==> src/rtl/core/binary_min_heap_queue_macros.svh <==
// Assertion macros for the binary min-heap queue.
// Used by the top level; relies on clk_i and rst_ni in the including scope.
`ifndef BINARY_MIN_HEAP_QUEUE_MACROS_SVH
`define BINARY_MIN_HEAP_QUEUE_MACROS_SVH

// Checks a condition at every clock edge outside reset.
`define BMHQ_ASSERT(label, cond, msg) \
  label: assert property (@(posedge clk_i) disable iff (!rst_ni) (cond)) else $error(msg);

// Checks that a consequent follows an antecedent in the same cycle.
`define BMHQ_ASSERT_IMPL(label, ante, cons, msg) \
  label: assert property (@(posedge clk_i) disable iff (!rst_ni) (ante) |-> (cons)) \
    else $error(msg);

`endif

==> src/rtl/core/bmhq_pkg.sv <==
// Shared types and codes for the binary min-heap queue.
// No dependencies; imported by the level cell and the top level.
`default_nettype none

package bmhq_pkg;

  localparam int unsigned POS_W = 16;

  typedef logic signed [31:0] key_t;

  typedef enum logic {
    FUNC_INSERT = 1'b0,
    FUNC_DELETE = 1'b1
  } func_e;

  typedef enum logic [1:0] {
    STAT_OK    = 2'd0,
    STAT_EMPTY = 2'd1,
    STAT_FULL  = 2'd2
  } status_e;

  typedef enum logic [2:0] {
    S_IDLE,
    S_LOAD,
    S_FETCH,
    S_SIFT,
    S_ROOT,
    S_DONE
  } state_e;

  typedef struct packed {
    logic             valid;
    logic [POS_W-1:0] pos;
    key_t             key;
  } slot_t;

  localparam slot_t SLOT_NONE = '{valid: 1'b0, pos: '0, key: '0};

endpackage

`default_nettype wire

==> src/rtl/core/bmhq_cell.sv <==
// One heap level: the keys of that level and the compare step of a sift.
// Depends on bmhq_pkg for the slot and key types.
`default_nettype none

module bmhq_cell #(
  parameter int unsigned LEVEL = 1,
  parameter int unsigned CW    = 7
) (
  input  logic                         clk_i,
  input  logic                         rst_ni,
  input  logic [CW-1:0]                count_i,
  input  bmhq_pkg::slot_t              dn_i,
  input  bmhq_pkg::slot_t              up_i,
  input  bmhq_pkg::slot_t              wr_from_above_i,
  input  bmhq_pkg::slot_t              wr_from_below_i,
  input  logic [bmhq_pkg::POS_W-1:0]   rd_pos_i,
  output bmhq_pkg::slot_t              dn_o,
  output bmhq_pkg::slot_t              up_o,
  output bmhq_pkg::slot_t              wr_above_o,
  output bmhq_pkg::slot_t              wr_below_o,
  output logic                         done_o,
  output bmhq_pkg::key_t               rd_data_o
);
  import bmhq_pkg::*;

  localparam int unsigned AW    = (LEVEL > 0) ? LEVEL : 1;
  localparam int unsigned DEPTH = 1 << AW;
  localparam logic [CW-1:0] LVL_BASE = CW'(1) << LEVEL;

  key_t             mem_q [DEPTH];
  key_t             a_q;
  key_t             b_q;
  logic             pend_dn_q;
  logic             pend_up_q;
  logic [POS_W-1:0] pend_pos_q;
  key_t             pend_key_q;

  logic [POS_W:0]   pos_x2;
  logic [POS_W-1:0] pos_half;
  logic [AW-1:0]    addr_l;
  logic [AW-1:0]    addr_r;
  logic [AW-1:0]    addr_a;
  slot_t            wr;

  logic [CW-1:0]    off;
  logic [CW-1:0]    lidx;
  logic [CW-1:0]    ridx;
  logic             take_l;
  logic             take_r;
  key_t             best_key;
  logic             swap_up;

  assign pos_x2   = {dn_i.pos, 1'b0};
  assign pos_half = up_i.pos >> 1;
  assign addr_l   = pos_x2[AW-1:0];
  assign addr_r   = addr_l | AW'(1);

  always_comb begin
    if (dn_i.valid) begin
      addr_a = addr_l;
    end else if (up_i.valid) begin
      addr_a = pos_half[AW-1:0];
    end else begin
      addr_a = rd_pos_i[AW-1:0];
    end
  end

  assign wr = wr_from_below_i.valid ? wr_from_below_i : wr_from_above_i;

  always_ff @(posedge clk_i) begin
    if (wr.valid) begin
      mem_q[wr.pos[AW-1:0]] <= wr.key;
    end
    a_q <= mem_q[addr_a];
    b_q <= mem_q[addr_r];
  end

  always_ff @(posedge clk_i or negedge rst_ni) begin
    if (!rst_ni) begin
      pend_dn_q <= 1'b0;
      pend_up_q <= 1'b0;
    end else begin
      pend_dn_q <= dn_i.valid;
      pend_up_q <= up_i.valid;
    end
  end

  always_ff @(posedge clk_i) begin
    pend_pos_q <= dn_i.valid ? dn_i.pos : up_i.pos;
    pend_key_q <= dn_i.valid ? dn_i.key : up_i.key;
  end

  assign off      = CW'({pend_pos_q, 1'b0});
  assign lidx     = LVL_BASE + off;
  assign ridx     = lidx | CW'(1);
  assign take_l   = (lidx <= count_i) && (a_q < pend_key_q);
  assign best_key = take_l ? a_q : pend_key_q;
  assign take_r   = (ridx <= count_i) && (b_q < best_key);
  assign swap_up  = pend_key_q < a_q;

  always_comb begin
    dn_o       = SLOT_NONE;
    up_o       = SLOT_NONE;
    wr_above_o = SLOT_NONE;
    wr_below_o = SLOT_NONE;
    done_o     = 1'b0;
    if (pend_dn_q) begin
      wr_above_o.valid = 1'b1;
      wr_above_o.pos   = pend_pos_q;
      wr_above_o.key   = take_r ? b_q : best_key;
      if (take_l || take_r) begin
        dn_o.valid = 1'b1;
        dn_o.pos   = POS_W'({pend_pos_q, take_r});
        dn_o.key   = pend_key_q;
      end else begin
        done_o = 1'b1;
      end
    end
    if (pend_up_q) begin
      wr_below_o.valid = 1'b1;
      wr_below_o.pos   = pend_pos_q;
      wr_below_o.key   = swap_up ? a_q : pend_key_q;
      if (swap_up) begin
        up_o.valid = 1'b1;
        up_o.pos   = pend_pos_q >> 1;
        up_o.key   = pend_key_q;
      end else begin
        done_o = 1'b1;
      end
    end
  end

  assign rd_data_o = a_q;

endmodule

`default_nettype wire

==> config.mk <==
export PLATFORM = sky130hd
export DESIGN_NAME = bmhq_cell
export DESIGN_NICKNAME = d
export VERILOG_FILES = /design/src/rtl/core/binary_min_heap_queue_macros.svh /design/src/rtl/core/bmhq_pkg.sv /design/src/rtl/core/bmhq_cell.sv
export SDC_FILE = /design/constraint.sdc
export NUM_CORES = 1
export LEC_CHECK = 0
export BUFFER_PORTS_ARGS = -buffer_cell sky130_fd_sc_hd__buf_2
export CAP_MARGIN = 20
export CORE_AREA = 3 3 175 177
export DETAILED_ROUTE_END_ITERATION = 7
export DIE_AREA = 0 0 178 180
export PLACE_DENSITY = 0.56
export SLEW_MARGIN = 20
export SYNTH_ARGS = -nofsm -noshare
export SYNTH_HDL_FRONTEND = slang
export SYNTH_SLANG_ARGS = --single-unit
==> constraint.sdc <==
create_clock -name clk_i -period 11.57 [get_ports clk_i]
set_clock_uncertainty 0.15 [all_clocks]
set_input_delay 2.8925 -clock clk_i [delete_from_list [all_inputs] [get_ports clk_i]]
set_output_delay 2.8925 -clock clk_i [all_outputs]
set_load 0.005 [all_outputs]
==> results of run 1 <==
==> power by group <==
| part | leakage, nW | switching [W] | internal (W) |
|---|---|---|---|
| clock | 0.295 | 0.000296 | 0.000295 |
| sequential | 1.58 | 0.0000631 | 0.000718 |
| combinational | 4.44 | 0.000383 | 0.000328 |
| total | 6.31 | 0.000741 | 0.00134 |
==> per-layer routing <==
metal	vias up	track usage
met5	-	0
met4	0	0.0503
met3	30	0.0501
met2	326	0.359
met1	3900	0.245
li1	4023	-
==> area by class of cell <==
| cell class | instances | share of cell area |
|---|---|---|
| multi-input cells | 643 | 0.402 |
| flip-flops and latches | 178 | 0.328 |
| repair buffers | 423 | 0.171 |
| well taps | 390 | 0.0380 |
| clock buffers | 18 | 0.0334 |
| clock inverters | 14 | 0.0142 |
| inverters | 46 | 0.0134 |
==> critical path: stages <==
cell	delay, ps
buf_2	70
inv_1	30
ha_1	310
and4_1	240
nor2b_1	140
o22ai_1	240
o31a_1	230
o31a_2	500
mux2i_1	300
ha_1	280
a21o_1	180
a21o_1	160
a21o_1	190
a2111oi_0	690
nand3_1	250
o221ai_4	300
and2_1	170
buf_4	370
o221a_2	260
buf_2	170
==> kinds of logic after synthesis <==
| kind of cell | after synthesis | share of synthesized area |
|---|---|---|
| XOR/XNOR | 4 | 0.00359 |
| flip-flops | 178 | 0.432 |
| multiplexers | 176 | 0.195 |
| buffers and inverters | 101 | 0.0451 |
| AND/OR/NAND/NOR | 296 | 0.151 |
| adder cells (fa/ha/maj) | 71 | 0.0910 |
| other | 1 | 0.000384 |
| AO/OA/AOI/OAI | 95 | 0.0821 |
==> worst max-delay path by stage <==
stage | to | depth (start not counted)
2_1_floorplan | dn_o[22] | 21
4_1_cts | wr_above_o[31] | 20
3_5_place_dp | wr_above_o[31] | 20
6_report | wr_above_o[31] | 20
3_3_place_gp | wr_above_o[31] | 21
5_1_grt | wr_above_o[31] | 20
==> flip-flops by register name, summed over array words and instances, names as in the netlist <==
name        cells
b_q            32
mem_q          64
pend_dn_q       1
pend_key_q     32
pend_pos_q     16
pend_up_q       1
rd_data_o      32
==> synth_stat cells (2+ instances only) <==
library cell,instances,area [sq um]
mux2i_1,64,641
edfxtp_1,64,1920
ha_1,71,888
o22ai_1,3,18.8
xnor2_1,2,17.5
nor2_1,74,278
clkbuf_1,28,105
nor4_1,3,18.8
nand4_1,10,62.6
dfrtp_1,2,50.1
buf_1,5,18.8
dfxtp_1,112,2240
xor2_1,2,17.5
or3_1,3,18.8
and4_1,2,17.5
nand2_1,82,308
mux2_2,112,1260
buf_2,13,65.1
o2bb2ai_1,2,17.5
inv_1,45,169
nand2b_1,2,12.5
buf_6,3,33.8
nor2b_1,21,131
a21o_1,5,37.5
o21a_1,4,30.0
o221a_2,32,360
o31a_1,2,17.5
a221oi_1,3,26.3
and2_1,79,494
o211ai_1,3,22.5
nand3_1,12,60.1
a21oi_1,20,100
o21ai_0,12,60.1
nor3_1,2,10.0
buf_4,6,45.0
==> through the flow <==
stage,worst slack (ps),hold slack [ps]
floorplan,1650,192
global placement,579,196
detailed placement,556,200
CTS,524,212
global route,62.0,224
finish,556,210
==> metrics.txt, run 1 <==
status completed; core box area 29400 sq um; hold path start mem_q[1][3]; overall power 0.00208 W; Multi-input gate area 5160 sq um; Req. time, crit path 8530 ps; final hold violations 0; Setup crit start kind input port; kind of critical path input port to primary output; met1 WL 13.7 mm; Antenna Cells 0; CP arrival ~8000 ps; Synth cell types 52; initial antenna violation count 0; vias in the first global route between 8000 and 9000; commonest non-fill, non-tap cell in the layout buf_2; Detailed Place HPWL ~25 mm; Num CTS Buffers 17; Final Util 0.437; register area 4220 sq um; Slew Limit Fails 0; grt total ovfl 0; DR vias/cell between 4 and 5; Rel. slew slack 0.357; Via Count slightly above 8000; Fmax approximately 0.09 GHz; Reg2Reg Setup Slack approximately 11000 ps; Antenna Nets Post-Route 0; global-route wire length before repair roughly 49 mm; post-synthesis sequential area ratio 0.432; Max Root-Sink Buffers 2; Rows 63; Crit Path Max Fanout 32; setup repair bufs after CTS 0; height of the chip 180 um; met3 wire length about 2.4 mm; TritonCTS clock tree yes; total global-route track usage 0.203; Layout area overhead 31.7%; Mapped Area 9760 sq um; main flop type after synthesis dfxtp_1; Final min period 11010 ps; commonest non-fill, non-tap cells in the layout buf_2, mux2_2, dfxtp_1; Worst Tran Pin Value slightly below 1000 ps; Post-Place Cells 1680; hold path cells 0; Non-Filler Instances between 1500 and 2000; unrepaired setup endpoints after global routing false; routed wire length per instance 19.4 um; Reg clk slew, reported paths around 80 ps; initial DRC count ~530; final wirelength 33.2 mm; Avg Cell Area, Syn about 11 sq um; Root Buffer clkbuf_16; worst reg-to-reg path cell count 1; die area 32000 sq um; max_cap viols 0; share of layout cells above drive strength 1 0.461; setup TNS 0 ps; DR top layer met4; #FFs+latches synth ~180; port buffer count 403; Starting Density 0.332; CTS HTree Levels 4; post-placement cell area about 12000 sq um; Hold-fix buffers, CTS 0; Async S/R FF share, synth 0.0112; Mapped Nets 1214; Max IR drop VDD around 0.11 mV; worst hold path type flop to flop; design area 12900 sq um; Hold Path Sink b_q[3]; Die X approximately 180 um; Final period util 0.952; Yosys warning count 0; Crit Reg-Reg Startpoint mem_q[1][26]; later-pin clock latency in the skew report between 400 and 500 ps; PwrDens roughly 160 nW/um^2; reg2reg end rd_data_o[26]; Crit. Startpoint count_i[6]; largest net degree at the start of global routing between 80 and 90; Routed met2 length approximately 16 mm; Placer Congestion ~0.84; Crit. End Element primary output; leak pwr 6.31 nW; total clock sinks around 180; final setup violation count 0; io pins between 400 and 500; drt drc 0; cts repair resizes 0; filler instances 2857; Syn Inst Count 922; DR pass1 iterations 5; final net count 1601; EDFF count, synth 64
Note: power is estimated with default switching activity, not from simulation.
==> run 2: changes to the inputs <==
REMOVE_ABC_BUFFERS = 1   (was default)
==> metrics.txt, run 2 (synthesis gave the netlist of run 1 again) <==
unrepaired setup endpoints after global routing false; setup repair bufs after CTS 0 (unchanged); DR vias/cell 4.77 (-1.3%); kind of critical path input port to primary output; Req. time, crit path 8530 ps (about the same); Fmax 0.0932 GHz (+2.6%); TritonCTS clock tree yes; Rows 63 (unchanged); max_cap viols 0 (unchanged); Max IR drop VDD 0.0807 mV (-25%); PwrDens 161 nW/um^2 (-0.43%); commonest non-fill, non-tap cell in the layout buf_2; Final period util 0.928 (-0.0242); share of layout cells above drive strength 1 0.461 (about the same); worst hold path type flop to flop; leak pwr 6.31 nW (about the same); Setup crit start kind input port; io pins 450 (unchanged); commonest non-fill, non-tap cells in the layout buf_2, mux2_2, dfxtp_1; Clock Power Share 0.279 (-0.005); status completed; pre-CTS setup slack 506 ps (-50.5 ps); Slew Limit Fails 0 (unchanged); Crit. End Element primary output; Num CTS Buffers 17 (unchanged); design area 12800 sq um (about the same); Placer Congestion 0.775 (-7.4%); height of the chip 180 um (unchanged); post-placement cell area 12200 sq um (-0.12%); grt total ovfl 0 (unchanged); largest net degree at the start of global routing 85 (unchanged); later-pin clock latency in the skew report 430 ps (about the same); max reg flops 64 (unchanged); Die X 178 um (unchanged); Setup WS post-layout 835 ps (+280 ps); Comb pwr share 0.347 (+0.006); Detailed Place HPWL 23.3 mm (-7.1%); sw frac 0.352 (-0.00410); vias in the first global route 8164 (-2.6%); global-route wire length before repair 46.6 mm (-5.4%); Reg2Reg Setup Slack 10640 ps (about the same); Worst Tran Pin Value 992 ps (+27.8 ps); switching pwr 0.000729 W (-1.6%); total global-route track usage 0.190 (-0.0129); Via Count 8167 (-1.4%); final setup violation count 0 (unchanged); Root Buffer clkbuf_16; core box area 29400 sq um (unchanged); routed wire length per instance 18.4 um (-5.1%); cts repair resizes 0 (unchanged); CP arrival 7690 ps (-280 ps); Crit Path Max Fanout 18 (-44%); Antenna Cells 0 (unchanged); drt drc 0 (unchanged); Max Root-Sink Buffers 2 (unchanged); final hold violations 0 (unchanged); initial antenna violation count 0 (unchanged); port buffer count 403 (unchanged); Pint 0.00134 W (+0.14%); Sequential Power Share 0.373 (-0.002); Hold-fix buffers, CTS 0 (unchanged); Antenna Nets Post-Route 0 (unchanged); Final min period 10730 ps (-280 ps); initial DRC count 230 (-57%); Starting Density 0.332 (unchanged); Layout area overhead 31.6% (about the same); final wirelength 31.5 mm (-5.2%); CTS HTree Levels 4 (unchanged); DR pass1 iterations 5 (unchanged); Reg clk slew, reported paths 70 ps (about the same); die area 32000 sq um (unchanged); Rel. slew slack 0.339 (-0.0186); final net count 1600 (-0.062%); total clock sinks 178 (unchanged)
[run 2: power by group through the flow]
stage | Combinational [W] | Sequential [W] | Clock (W)
after floorplan | 0.000409 | 0.000770 | 0
after global placement | 0.000718 | 0.000787 | 0
after detailed placement | 0.000723 | 0.000789 | 0
after CTS | 0.000726 | 0.000775 | 0.000598
after global routing | 0.000800 | 0.000785 | 0.000622
final | 0.000720 | 0.000774 | 0.000579
[run 2: worst paths after layout]
| kind | startpoint | endpoint | depth (start not counted) |
|---|---|---|---|
| setup / recovery | count_i[6] | wr_above_o[29] | 20 |
| hold reg to reg | mem_q[1][7] | b_q[7] | 0 |
| max in group asynchronous | rst_ni | pend_dn_q | 1 |
| min in group asynchronous | rst_ni | pend_dn_q | 1 |
| setup reg to reg | mem_q[1][2] | rd_data_o[2] | 1 |
| hold / removal | mem_q[1][7] | b_q[7] | 0 |
[run 2: area by class of cell]
| class | instances | area (sq um) |
|---|---|---|
| clock buffers | 18 | 429 |
| clock inverters | 14 | 163 |
| fillers | 2891 | 16600 |
| inverters | 46 | 173 |
| multi-input cells | 643 | 5160 |
| flip-flops and latches | 178 | 4220 |
| well taps | 390 | 488 |
| repair buffers | 422 | 2210 |
[run 2: stage by stage]
stage          std cells  hold slack [ps]  utilization  power (W)  TNS [ps]
4_1_cts             1710              212        0.436    0.00210         0
2_1_floorplan        867              192            -    0.00118     -3160
3_3_place_gp        1677              196        0.415    0.00151         0
3_5_place_dp        1678              199        0.416    0.00151         0
6_report            1711              207        0.437    0.00207         0
5_1_grt             1711              221        0.437    0.00221         0
[run 2: metal layers]
metal  up-vias  global-route usage  wire, um
met5         -                   0         0
met4         0              0.0443       403
met3        22              0.0323      1840
met2       272               0.349     16000
met1      3843               0.229     13200
li1       4030                   -         -
[run 2: critical path: stages]
cell	delay (ps)
buf_2	70
inv_1	30
ha_1	320
and4_1	240
nor2b_1	130
o22ai_1	170
o31a_1	200
o31a_2	160
buf_4	310
mux2i_1	160
ha_1	370
nand2_1	70
nor3_1	320
nand4_1	270
nor4_1	540
o221ai_4	240
a21oi_4	580
buf_16	240
o221a_2	210
buf_2	130
